### src/sv/phsd_pkg.sv
// Shared types, constants and helpers for the pixel hit stream deframer.
package phsd_pkg;

  localparam logic [7:0]  IDLE_BYTE     = 8'hBC;
  localparam logic [7:0]  MARK_BYTE     = 8'hFF;
  localparam logic [4:0]  MARK_OFFSET   = 5'd4;
  localparam logic [4:0]  FINE_OFF      = 5'd7;
  localparam logic [4:0]  COARSE_FIRST  = 5'd8;
  localparam logic [4:0]  COARSE_LAST   = 5'd13;
  localparam logic [4:0]  DECODE_START  = 5'd16;
  localparam logic [4:0]  TRIG_MIN_OFF  = 5'd19;
  localparam logic [4:0]  OFFSET_CAP    = 5'd31;
  localparam logic [1:0]  HOLD_BYTES    = 2'd3;
  localparam logic [5:0]  MAX_CHANNEL_RESET = 6'd34;
  localparam logic [17:0] COARSE_SCALE  = 18'd1000;
  localparam int          FINE_SHIFT    = 3;
  localparam logic [39:0] RSV_MASK      = 40'h000F000200;
  localparam int          REC_FIFO_DEPTH = 4;
  localparam int          TRIG_W        = 58;

  typedef enum logic [1:0] {
    KIND_HIT   = 2'd0,
    KIND_CLOSE = 2'd1,
    KIND_DROP  = 2'd2
  } record_kind_t;

  typedef struct packed {
    logic [7:0] data_byte;
    logic       end_of_file;
  } in_item_t;

  // Decoded hit as it is held before release.
  typedef struct packed {
    logic [4:0]  chip_id;
    logic [2:0]  payload_code;
    logic        is_column;
    logic [5:0]  channel;
    logic [7:0]  hit_time;
    logic [11:0] time_over_threshold;
  } hit_t;

  typedef struct packed {
    record_kind_t        record_kind;
    logic [4:0]          chip_id;
    logic [2:0]          payload_code;
    logic                is_column;
    logic [5:0]          channel;
    logic [7:0]          hit_time;
    logic [11:0]         time_over_threshold;
    logic [TRIG_W-1:0]   trigger_time;
    logic                last;
  } out_item_t;

  // Records produced by one accepted byte, written into the output queue.
  typedef struct packed {
    logic [1:0] count;
    out_item_t  rec0;
    out_item_t  rec1;
  } push_t;

  function automatic out_item_t make_record(record_kind_t kind, hit_t hit,
                                            logic [TRIG_W-1:0] trig);
    out_item_t r;
    r.record_kind         = kind;
    r.chip_id             = hit.chip_id;
    r.payload_code        = hit.payload_code;
    r.is_column           = hit.is_column;
    r.channel             = hit.channel;
    r.hit_time            = hit.hit_time;
    r.time_over_threshold = hit.time_over_threshold;
    r.trigger_time        = trig;
    r.last                = 1'b0;
    return r;
  endfunction

endpackage

### src/sv/phsd_parse.sv
// Byte parser: marker search, header capture, word assembly and hit hold.
module phsd_parse (
  input  logic               clk,
  input  logic               rst_n,
  input  logic               accept,
  input  phsd_pkg::in_item_t in_item,
  input  logic [5:0]         max_channel,
  output phsd_pkg::push_t    push
);
  import phsd_pkg::*;

  logic [7:0]        rb_r [3];
  logic [7:0]        rb_nxt [3];
  logic [1:0]        rfill_r, rfill_nxt;
  logic              open_r, open_nxt;
  logic [4:0]        off_r, off_nxt;
  logic              stopped_r, stopped_nxt;
  logic              skip_r, skip_nxt;
  logic [31:0]       word_r, word_nxt;
  logic [2:0]        wfill_r, wfill_nxt;
  logic [TRIG_W-1:0] trig_r, trig_nxt;
  hit_t              pend_r, pend_nxt;
  logic [1:0]        age_r, age_nxt;

  logic [7:0]        b;
  logic              eof;
  logic              marker;
  logic [39:0]       full_word;
  logic [5:0]        fch;
  logic [3:0]        tot_hi;
  logic [7:0]        tot_lo;
  hit_t              new_hit;
  logic              hit_ok;
  logic [17:0]       prod;
  logic [TRIG_W-1:0] addend;
  logic              release_hit;
  logic              open_eff;
  hit_t              no_hit;
  out_item_t         close_rec, drop_rec, hit_rec;

  assign b   = in_item.data_byte;
  assign eof = in_item.end_of_file;

  assign marker = (rfill_r == 2'd3) && (rb_r[0] == MARK_BYTE) && (rb_r[1] == MARK_BYTE)
               && (rb_r[2] == MARK_BYTE) && (b == MARK_BYTE);

  // The fifth byte of a word is the current byte; it never goes to storage.
  assign full_word = {b, word_r};
  assign fch       = {<<{full_word[15:10]}};
  assign tot_hi    = {<<{full_word[31:28]}};
  assign tot_lo    = {<<{full_word[39:32]}};
  assign hit_ok    = ((full_word & RSV_MASK) == 40'd0) && (fch <= max_channel);

  always_comb begin
    new_hit.chip_id             = {<<{full_word[4:0]}};
    new_hit.payload_code        = {<<{full_word[7:5]}};
    new_hit.is_column           = full_word[8];
    new_hit.channel             = fch;
    new_hit.hit_time            = {<<{full_word[23:16]}};
    new_hit.time_over_threshold = {tot_hi, tot_lo};
  end

  // Trigger time is built up as the header bytes pass: fine*8, then each
  // coarse byte times 1000 at its byte position.
  assign prod = 18'(b) * COARSE_SCALE;
  always_comb begin
    addend = '0;
    if (off_r == FINE_OFF) begin
      addend = TRIG_W'(b) << FINE_SHIFT;
    end else if (off_r >= COARSE_FIRST && off_r <= COARSE_LAST) begin
      addend = TRIG_W'(prod) << {off_r - COARSE_FIRST, 3'b000};
    end
  end

  assign release_hit = !marker && open_r && (age_r == HOLD_BYTES) && !eof;
  assign open_eff    = marker || open_r;

  always_comb begin
    rb_nxt[0]   = rb_r[1];
    rb_nxt[1]   = rb_r[2];
    rb_nxt[2]   = b;
    rfill_nxt   = (rfill_r == 2'd3) ? rfill_r : rfill_r + 2'd1;
    open_nxt    = open_r;
    off_nxt     = off_r;
    stopped_nxt = stopped_r;
    skip_nxt    = skip_r;
    word_nxt    = word_r;
    wfill_nxt   = wfill_r;
    trig_nxt    = trig_r;
    pend_nxt    = pend_r;
    age_nxt     = age_r;

    if (marker) begin
      open_nxt    = 1'b1;
      off_nxt     = MARK_OFFSET;
      stopped_nxt = 1'b0;
      skip_nxt    = 1'b0;
      wfill_nxt   = 3'd0;
      trig_nxt    = '0;
      age_nxt     = 2'd0;
    end else if (open_r) begin
      if (age_r != 2'd0) begin
        age_nxt = (age_r == HOLD_BYTES) ? 2'd0 : age_r + 2'd1;
      end
      trig_nxt = trig_r + addend;
      if (off_r >= DECODE_START && !stopped_r) begin
        if (wfill_r == 3'd0) begin
          word_nxt  = {24'd0, b};
          wfill_nxt = 3'd1;
        end else if (wfill_r == 3'd1 && word_r[7:0] == IDLE_BYTE
                     && (skip_r || b == IDLE_BYTE)) begin
          // Paired idle: drop the first byte and look again from this one.
          skip_nxt = 1'b1;
          word_nxt = {24'd0, b};
        end else if (wfill_r == 3'd1 && word_r[7:0] == MARK_BYTE && b == MARK_BYTE) begin
          stopped_nxt = 1'b1;
          wfill_nxt   = 3'd0;
        end else if (wfill_r == 3'd4) begin
          wfill_nxt = 3'd0;
          if (hit_ok) begin
            pend_nxt = new_hit;
            age_nxt  = 2'd1;
          end
        end else begin
          word_nxt[{wfill_r[1:0], 3'b000} +: 8] = b;
          wfill_nxt = wfill_r + 3'd1;
        end
      end
      if (off_r < OFFSET_CAP) begin
        off_nxt = off_r + 5'd1;
      end
    end

    if (eof) begin
      rb_nxt[0]   = '0;
      rb_nxt[1]   = '0;
      rb_nxt[2]   = '0;
      rfill_nxt   = 2'd0;
      open_nxt    = 1'b0;
      off_nxt     = 5'd0;
      stopped_nxt = 1'b0;
      skip_nxt    = 1'b0;
      wfill_nxt   = 3'd0;
      trig_nxt    = '0;
      age_nxt     = 2'd0;
    end
  end

  always_comb begin
    no_hit    = '0;
    close_rec = make_record(KIND_CLOSE, no_hit, (off_r >= TRIG_MIN_OFF) ? trig_r : '0);
    drop_rec  = make_record(KIND_DROP, no_hit, '0);
    hit_rec   = make_record(KIND_HIT, pend_r, '0);

    push.count = 2'd0;
    push.rec0  = drop_rec;
    push.rec1  = drop_rec;
    if (marker && open_r) begin
      push.rec0 = close_rec;
      push.count = eof ? 2'd2 : 2'd1;
    end else if (release_hit) begin
      push.rec0  = hit_rec;
      push.count = 2'd1;
    end else if (eof && open_eff) begin
      push.count = 2'd1;
    end
    if (push.count == 2'd1) begin
      push.rec0.last = 1'b1;
    end
    push.rec1.last = 1'b1;
    if (!accept) begin
      push.count = 2'd0;
    end
  end

  always_ff @(posedge clk) begin
    if (!rst_n) begin
      rb_r[0]   <= '0;
      rb_r[1]   <= '0;
      rb_r[2]   <= '0;
      rfill_r   <= 2'd0;
      open_r    <= 1'b0;
      off_r     <= 5'd0;
      stopped_r <= 1'b0;
      skip_r    <= 1'b0;
      wfill_r   <= 3'd0;
      trig_r    <= '0;
      age_r     <= 2'd0;
    end else if (accept) begin
      rb_r      <= rb_nxt;
      rfill_r   <= rfill_nxt;
      open_r    <= open_nxt;
      off_r     <= off_nxt;
      stopped_r <= stopped_nxt;
      skip_r    <= skip_nxt;
      wfill_r   <= wfill_nxt;
      trig_r    <= trig_nxt;
      age_r     <= age_nxt;
    end
  end

  always_ff @(posedge clk) begin
    if (accept) begin
      word_r <= word_nxt;
      pend_r <= pend_nxt;
    end
  end

endmodule

### src/sv/phsd_fifo.sv
// Result queue: takes up to two records per cycle, hands out one per cycle while out_ready is high.
module phsd_fifo #(
  parameter int DEPTH = phsd_pkg::REC_FIFO_DEPTH
) (
  input  logic                clk,
  input  logic                rst_n,
  input  phsd_pkg::push_t     push,
  output logic                room2,
  output logic                out_valid,
  input  logic                out_ready,
  output phsd_pkg::out_item_t out_data
);
  import phsd_pkg::*;

  localparam int PTR_W = (DEPTH > 1) ? $clog2(DEPTH) : 1;
  localparam int CNT_W = $clog2(DEPTH + 1);

  out_item_t        mem [DEPTH];
  logic [PTR_W-1:0] wr_ptr_r, wr_ptr_nxt, wr_ptr_1;
  logic [PTR_W-1:0] rd_ptr_r, rd_ptr_nxt;
  logic [CNT_W-1:0] count_r, count_nxt;
  logic             pop;

  function automatic logic [PTR_W-1:0] ptr_inc(logic [PTR_W-1:0] p);
    return (p == PTR_W'(DEPTH - 1)) ? '0 : p + PTR_W'(1);
  endfunction

  assign pop       = out_valid && out_ready;
  assign out_valid = (count_r != '0);
  assign out_data  = mem[rd_ptr_r];
  assign room2     = (count_r <= CNT_W'(DEPTH - 2));
  assign wr_ptr_1  = ptr_inc(wr_ptr_r);

  always_comb begin
    wr_ptr_nxt = wr_ptr_r;
    if (push.count == 2'd1) begin
      wr_ptr_nxt = wr_ptr_1;
    end else if (push.count == 2'd2) begin
      wr_ptr_nxt = ptr_inc(wr_ptr_1);
    end
    rd_ptr_nxt = pop ? ptr_inc(rd_ptr_r) : rd_ptr_r;
    count_nxt  = count_r + CNT_W'(push.count) - CNT_W'(pop);
  end

  always_ff @(posedge clk) begin
    if (!rst_n) begin
      wr_ptr_r <= '0;
      rd_ptr_r <= '0;
      count_r  <= '0;
    end else begin
      wr_ptr_r <= wr_ptr_nxt;
      rd_ptr_r <= rd_ptr_nxt;
      count_r  <= count_nxt;
    end
  end

  always_ff @(posedge clk) begin
    if (push.count != 2'd0) begin
      mem[wr_ptr_r] <= push.rec0;
    end
    if (push.count == 2'd2) begin
      mem[wr_ptr_1] <= push.rec1;
    end
  end

endmodule

### src/sv/pixel_hit_stream_deframer_top.sv
// Top level of the pixel hit stream deframer.
//
//   channel   direction  payload               handshake
//   in_       input      phsd_pkg::in_item_t   in_valid / in_ready
//   out_      output     phsd_pkg::out_item_t  out_valid / out_ready
//   cfg_      input      max_channel, 6 bits   cfg_valid / cfg_ready
//
// One byte is taken every cycle while in_ready is high; its records reach the
// output queue at the same edge and can be taken from the next cycle on. A
// byte gives at most two records, so in_ready drops only while the queue has
// fewer than two free slots. The trigger time is summed one header byte at a
// time, so no stage holds more than one wide add. Synchronous reset returns to
// no open event and max_channel 34; cfg_ready is always high.
module pixel_hit_stream_deframer_top #(
  parameter int FIFO_DEPTH = phsd_pkg::REC_FIFO_DEPTH
) (
  input  logic                clk,
  input  logic                rst_n,
  input  logic                in_valid,
  output logic                in_ready,
  input  phsd_pkg::in_item_t  in_data,
  output logic                out_valid,
  input  logic                out_ready,
  output phsd_pkg::out_item_t out_data,
  input  logic                cfg_valid,
  output logic                cfg_ready,
  input  logic [5:0]          cfg_data
);
  import phsd_pkg::*;

  logic [5:0] max_channel_r;
  logic       in_accept;
  logic       room2;
  push_t      push;

  assign cfg_ready = 1'b1;
  assign in_ready  = room2;
  assign in_accept = in_valid && in_ready;

  always_ff @(posedge clk) begin
    if (!rst_n) begin
      max_channel_r <= MAX_CHANNEL_RESET;
    end else if (cfg_valid && cfg_ready) begin
      max_channel_r <= cfg_data;
    end
  end

  phsd_parse u_parse (
    .clk         (clk),
    .rst_n       (rst_n),
    .accept      (in_accept),
    .in_item     (in_data),
    .max_channel (max_channel_r),
    .push        (push)
  );

  phsd_fifo #(
    .DEPTH (FIFO_DEPTH)
  ) u_fifo (
    .clk       (clk),
    .rst_n     (rst_n),
    .push      (push),
    .room2     (room2),
    .out_valid (out_valid),
    .out_ready (out_ready),
    .out_data  (out_data)
  );

endmodule
### config.mk
export PLATFORM = sky130hd
export DESIGN_NAME = pixel_hit_stream_deframer_top
export DESIGN_NICKNAME = d
export VERILOG_FILES = /design/src/sv/phsd_pkg.sv /design/src/sv/phsd_parse.sv /design/src/sv/phsd_fifo.sv /design/src/sv/pixel_hit_stream_deframer_top.sv
export SDC_FILE = /design/constraint.sdc
export NUM_CORES = 1
export LEC_CHECK = 0
export BUFFER_PORTS_ARGS = -buffer_cell sky130_fd_sc_hd__clkbuf_2
export CAP_MARGIN = 5
export CORE_MARGIN = 5
export CORE_UTILIZATION = 40
export DETAILED_ROUTE_END_ITERATION = 6
export GPL_ROUTABILITY_DRIVEN = 0
export PLACE_DENSITY = 0.64
export SLEW_MARGIN = 20
export SYNTH_ARGS = -nofsm -noshare
export SYNTH_HDL_FRONTEND = slang
export SYNTH_SLANG_ARGS = --single-unit
### constraint.sdc
create_clock -name clk -period 9.3 [get_ports clk]
set_input_delay 2.325 -clock clk [delete_from_list [all_inputs] [get_ports clk]]
set_output_delay 2.325 -clock clk [all_outputs]
set_load 0.05 [all_outputs]
==> results by group, run 1 <==
Global routing
  – Total global-route track usage: 20.3%
  – Initial antenna violation count: 1
  – Largest net degree at the start of global routing: 101
  – Vias in the first global route: 22000
  – First-pass GRT wire length: 124000 um
  – Global route overflow: 0

Cells and area
  – Share of cells above drive strength 1: 13.0%
  – Nets@finish: 3435
  – Fill cells: 6669
  – Most frequent cells in the layout: nor2_1 (560), a21oi_1 (483), dfxtp_1 (483), nand2_1 (372), nand3_1 (158)
  – Multi-input gate area: 0.0149 mm^2
  – Ant. Diodes: 0
  – Register area: 0.0117 mm^2
  – Area Overhead vs Synth: 12.7%
  – Finished Core Util: 45.6%
  – Most common cell after layout, fill and taps aside: nor2_1

Drt
  – Detailed-route wire length: 78400 um
  – Routed Antenna Nets: 0
  – Drt pass-1 iters: 5
  – Mean number of vias per cell: 5.50
  – DR vias: 23300
  – DR WL/cell: 18.5 um
  – Initial DRC Count: 1957
  – Remaining DRCs: 0

Worst hold path
  – Hold path start: u_fifo.mem[1][84]
  – Worst min-delay path class: reg -> reg

Die
  – Chip height: 273 um
  – Die W: 273 um
  – Cell Rows: 96
  – Die Area: 0.0748 mm^2
  – I/O pins: 119
  – Initial Util: 40.4%
  – Core area: 0.0687 mm^2

Synth
  – Mapped Cells: 3229
  – Simple-Gate Fraction of Synth Area: 20.4%
  – YS warnings: 0
  – Top FF cell, synth: dfxtp_1
  – Sequential share of the synthesized area: 42.2%
  – Xor/xnor share of the synthesized area: 2.02%
  – Post-synthesis register bit count: 552
  – Yosys cell types: 78
  – Post-synth EDFFs: 67
  – Post-synth ARST share: 0%
  – Net Count, Synth: 3402
  – Post-synthesis area per instance: 8.60 um^2
  – Post-Synth Adder-Cell Area: 7.52%
  – Largest family of logic cells by synthesized area: simple AND/OR/NAND/NOR gates
  – Multiplexer share of the synthesized area: 7.99%
  – Area of the mapped netlist: 0.0278 mm^2
  – Compound-gate portion of the synthesized area: 15.7%

Timing
  – Final Max Tran Viols: 0
  – Worst slew pin tran: 1.07 ns
  – Setup violations, final: 0
  – Period utilisation layout: 93.7%
  – Unrepaired setup endpoints after global routing: false
  – Slew Limit Headroom: 28.7%
  – Final Hold Viols: 0
  – Achievable frequency: 0.115 GHz
  – Post-layout min period: 8.72 ns
  – Fin Clk Skew: 0.0219 ns

Critical path
  – CP top delay family: compound AO/OA/AOI/OAI gates
  – CP bufs+invs: 6
  – CP startpoint: in_data[2]
  – FF-to-FF setup slack: 3.14 ns
  – Slowest cell on the critical path: fa_1
  – CP arrival: 9.22 ns
  – Setup crit end kind: flop
  – Largest stage delay, worst path: 0.55 ns
  – Critical path class: in -> reg
  – Cell mode on critical path: o21ai_0
  – Worst Path Max Fanout: 5
  – CP startpoint kind: input port
  – Reg2reg start: u_parse.off_r[0]
  – CP Data Required Time: 9.81 ns

Clock tree
  – PostCTS Resize Cnt: 0
  – Clk Latency, worst-skew pair: 0.62 ns
  – CTS Sinks: 552
  – CTS root buf: clkbuf_16
  – Total CTS buffers: 56
  – CTS clk-pin slew, worst paths: 0.06 ns
  – H-tree depth: 2
  – Postcts setup bufs: 0
  – Clock Path Buffers: 3
  – Hold-fix buffers, CTS: 0
  – CTS tree: done

Placement
  – Port bufs: 117
  – HPWL Detailed: 51900 um

Pwr
  – Total power: 5.56 mW
  – PwrDens: 178 mW/mm^2
  – LEAKAGE: 12.1 nW
  – Maximum vdd drop: 0.135 mV

Job
  – Max cap viols: 0

Run status
  – Outcome: finished, final reports clean
[final timing paths]
check	to	cells past startpoint
hold / removal	u_fifo.mem[1][84]	2
setup reg to reg	u_parse.trig_r[57]	25
hold reg to reg	u_fifo.mem[1][84]	2
setup / recovery	u_parse.trig_r[57]	34
[cell families after synthesis]
group                    after synthesis
adder cells (fa/ha/maj)              153
AND/OR/NAND/NOR                     1303
buffers and inverters                305
flip-flops                           552
AO/OA/AOI/OAI                        747
multiplexers                         104
XOR/XNOR                              64
other                                  1
[metal layers]
layer | GRT usage (%) | routed length, um
met1 | 28.9 | 35600
met3 | 2.89 | 4890
met4 | 5.11 | 1680
met2 | 32.5 | 36200
met5 | 0 | 0
[cell type report]
type | count | share of cell area [%]
inverters | 80 | 0.959
repair buffers | 200 | 3.98
flip-flops and latches | 552 | 37.5
clock buffers | 80 | 5.15
clock inverters | 26 | 0.971
multi-input cells | 2372 | 47.7
well taps | 931 | 3.72
[synthesized netlist by cell type (all sizes together), types with 5 or more instances]
cell type,count,area (um^2)
a211o,5,43.8
a211oi,6,45.0
a21boi,13,97.6
a21o,24,180
a21oi,485,2440
a22o,9,78.8
a22oi,32,240
a31oi,12,81.3
and2,23,144
and3,13,81.3
buf,65,278
clkbuf,160,601
dfxtp,485,9710
edfxtp,67,2010
fa,23,460
ha,130,1630
inv,78,293
mux2i,8,80.1
mux4,94,2120
nand2,372,1400
nand2b,15,93.8
nand3,159,801
nand4,21,131
nor2,561,2110
nor2b,81,507
nor3,21,105
nor4,7,65.1
o211ai,18,140
o21a,10,75.1
o21ai,74,385
o21bai,12,90.1
o22ai,10,62.6
o31ai,9,82.6
or2,5,31.3
or3,7,43.8
xnor2,38,333
xor2,26,228
[state kept, by name (all words and copies together) (netlist names), 3 cells and up, named ones only]
signal / count
max_channel_r: 6
u_fifo.count_r: 3
u_fifo.mem: 376
u_parse.hit_rec: 35
u_parse.off_r: 5
u_parse.rb_r: 24
u_parse.trig_r: 55
u_parse.wfill_r: 3
u_parse.word_r: 32
[per-stage QoR]
step | instance area, um^2 | setup WS (ns) | hold slack (ns) | cells | TNS (ns)
2_1_floorplan | 27800 | 0.704 | 0.418 | 3229 | 0
3_3_place_gp | 29400 | 0.145 | 0.425 | 4135 | 0
3_5_place_dp | 29400 | -0.000836 | 0.440 | 4135 | -0.000836
4_1_cts | 31300 | 0.641 | 0.452 | 4241 | 0
5_1_grt | 31300 | 0.0944 | 0.466 | 4241 | 0
6_report | 31300 | 0.583 | 0.452 | 4241 | 0
[where the power goes]
group	leakage [nW]	internal [mW]	switching, mW
logic	6.60	0.304	0.428
clock network	0.934	1.35	0.978
registers	4.52	2.43	0.0665
[tightest hold or removal path: cells and delay by family (launching register included)]
kind,cells,cell delay (ns)
compound gates,1,0.05
flops,1,0.30
simple gates,1,0.05
No activity file was read; power rests on OpenSTA's default activity.
==> run 2, diff against run 1 <==
Settings changed: GPL_ROUTABILITY_DRIVEN 0 to not set, SETUP_SLACK_MARGIN set to 0.4.
Clock period 9.3 ns to 10.4 ns, I/O delays scaled along.
==> run 2 against run 1 <==
Clock skew fell by 0.0018 ns. Critical path depth shrank 3. Critical endpoint unchanged. First-iteration DRC count grew 2.1%. Flip-flop and latch count did not move. Worst hold slack lost 0.0020 ns. Sequential power shrank 11%.
==> results by group, run 2 (synthesis results as in run 1) <==
Timing
  – Hold WS: 0.450 ns
  – Period utilisation layout: 90.5%
  – Fin Clk Skew: 0.0201 ns
  – Achievable frequency: 0.106 GHz
  – Setup violations, final: 0
  – Unrepaired setup endpoints after global routing: false
  – Slew Limit Headroom: 32.1%
  – Final Max Tran Viols: 0
  – Final Hold Viols: 0
  – Worst slew pin tran: 1.02 ns
  – Post-layout min period: 9.41 ns
  – Aggregate negative setup slack: 0 ns

Cells and area
  – Most common cell after layout, fill and taps aside: nor2_1
  – Ant. Diodes: 0
  – Share of cells above drive strength 1: 11.4%
  – Max FFs per register: 376
  – Most frequent cells in the layout: nor2_1 (560), a21oi_1 (483), dfxtp_1 (483), nand2_1 (372), nand3_1 (158)
  – Register area: 0.0117 mm^2
  – Largest Register: u_fifo.mem
  – Fill cells: 6752
  – Nets@finish: 3385
  – Area Overhead vs Synth: 11.1%
  – Multi-input gate area: 0.0149 mm^2

Worst hold path
  – Worst min-delay path class: reg -> reg
  – Min-Delay Endpoint: u_parse.hit_rec[71]
  – Hold Path Cell Cnt: 0
  – Hold path start: u_parse.word_r[23]

Pwr
  – Switch share: 26.8%
  – PwrDens: 158 mW/mm^2
  – Maximum vdd drop: 0.147 mV
  – Flop pwr share: 45.6%
  – Combinational Power Share: 13.0%
  – Int Pwr: 3.58 mW
  – Clk pwr share: 41.4%
  – Sw Pwr: 1.31 mW
  – LEAKAGE: 11.8 nW

Global routing
  – Total global-route track usage: 20.3%
  – Global route overflow: 0
  – First-pass GRT wire length: 124000 um
  – Largest net degree at the start of global routing: 122
  – Vias in the first global route: 21800
  – Initial antenna violation count: 2

Clock tree
  – H-tree depth: 2
  – Clock Path Buffers: 3
  – CTS clk-pin slew, worst paths: 0.06 ns
  – Hold-fix buffers, CTS: 0
  – CTS Sinks: 552
  – Total CTS buffers: 56
  – CTS root buf: clkbuf_16
  – Clk Latency, worst-skew pair: 0.62 ns
  – Postcts setup bufs: 0
  – PostCTS Resize Cnt: 0
  – CTS tree: done

Job
  – Max cap viols: 0

Die
  – Die W: 273 um
  – Initial Util: 40.4%
  – Die Area: 0.0748 mm^2
  – Core area: 0.0687 mm^2
  – Chip height: 273 um
  – Cell Rows: 96
  – I/O pins: 119

Critical path
  – CP Data Required Time: 10.90 ns
  – CP bufs+invs: 3
  – Critical path class: in -> reg
  – Setup crit end kind: flop
  – Largest stage delay, worst path: 0.61 ns
  – Slowest cell on the critical path: nor4_1
  – Reg-to-reg endpoint: u_parse.trig_r[57]
  – Cell mode on critical path: o21ai_0
  – CP startpoint kind: input port
  – Reg2reg start: u_parse.off_r[0]
  – Worst R2R Path Depth: 25
  – Worst Path Max Fanout: 9
  – CP top delay family: compound AO/OA/AOI/OAI gates
  – FF-to-FF setup slack: 4.61 ns
  – CP arrival: 9.91 ns

Drt
  – Remaining DRCs: 0
  – Routed Antenna Nets: 0
  – Drt pass-1 iters: 6
  – Initial DRC Count: 1998
  – Mean number of vias per cell: 5.51
  – DR WL/cell: 18.6 um
  – Detailed-route wire length: 78000 um
  – DR vias: 23100

Run status
  – Outcome: finished, final reports clean

Placement
  – HPWL Detailed: 50500 um
  – Port bufs: 117
  – Final Wtd Congestion: 0.942
## run 2: changes by cell type in the layout (fill, tap and decap cells not counted), moves of 2 or more
| cell | previous run | this run |
|---|---|---|
| buf_4 | 80 | 30 |
| inv_6 | 1 | 3 |
| clkinv_2 | 11 | 8 |
| bufinv_16 | 5 | 2 |
| clkinvlp_4 | 5 | 1 |
| clkbuf_1 | 13 | 18 |
## run 2: worst max path at each step
stage | start | to | slack, ns | cells after the start
after CTS | in_data[2] | u_parse.trig_r[57] | 1.04 | 31
after detailed placement | in_data[2] | u_parse.trig_r[57] | 0.39 | 31
after global routing | in_data[2] | u_parse.trig_r[56] | 0.48 | 32
after floorplan | in_data[2] | u_parse.trig_r[56] | 1.53 | 29
after global placement | in_data[2] | u_parse.trig_r[57] | 0.53 | 31
final | in_data[2] | u_parse.trig_r[57] | 0.99 | 31
## run 2: per-layer routing
layer	global-route usage, %	wire, um	vias up
met1	29.0	35700	11200
met3	3.42	5070	102
met4	4.67	1530	2
met2	32.5	35700	639
met5	0	13	-
li1	-	-	11100
## run 2: final cells by class
type / instances / area share (%)
Clock buffer: 85 / 5.33
Sequential cell: 552 / 38.0
Clock inverter: 19 / 0.633
Tap cell: 931 / 3.78
Multi-Input combinational cell: 2372 / 48.4
Inverter: 80 / 0.974
Timing Repair Buffer: 150 / 2.82
## run 2: worst reg2reg max path: cells and delay by family, from the launching register on
family          cells  cell delay (ns)
fa+ha+maj           3             0.78
compound gates     10             1.93
buf+inv             3             0.47
simple gates        8             1.97
xor+xnor            1             0.22
flops               1             0.29
## run 2: power by group through the flow
stage	Clock [mW]	Combinational, mW	Sequential [mW]
final	2.02	0.637	2.23
after global routing	2.15	0.715	2.23
after CTS	2.05	0.641	2.23
after floorplan	0	0.517	2.23
after global placement	0	0.637	2.28
after detailed placement	0	0.638	2.28
## run 2: metrics by stage
step | instance area, um^2 | worst slack (ns) | power (mW) | std cells | utilization [%]
after CTS | 30800 | 1.04 | 4.93 | 4189 | 44.9
final | 30800 | 0.993 | 4.89 | 4189 | 44.9
after global placement | 29000 | 0.529 | 2.91 | 4085 | 42.2
after detailed placement | 29000 | 0.387 | 2.91 | 4085 | 42.2
after global routing | 30800 | 0.479 | 5.10 | 4189 | 44.9
after floorplan | 27800 | 1.53 | 2.75 | 3229 | -
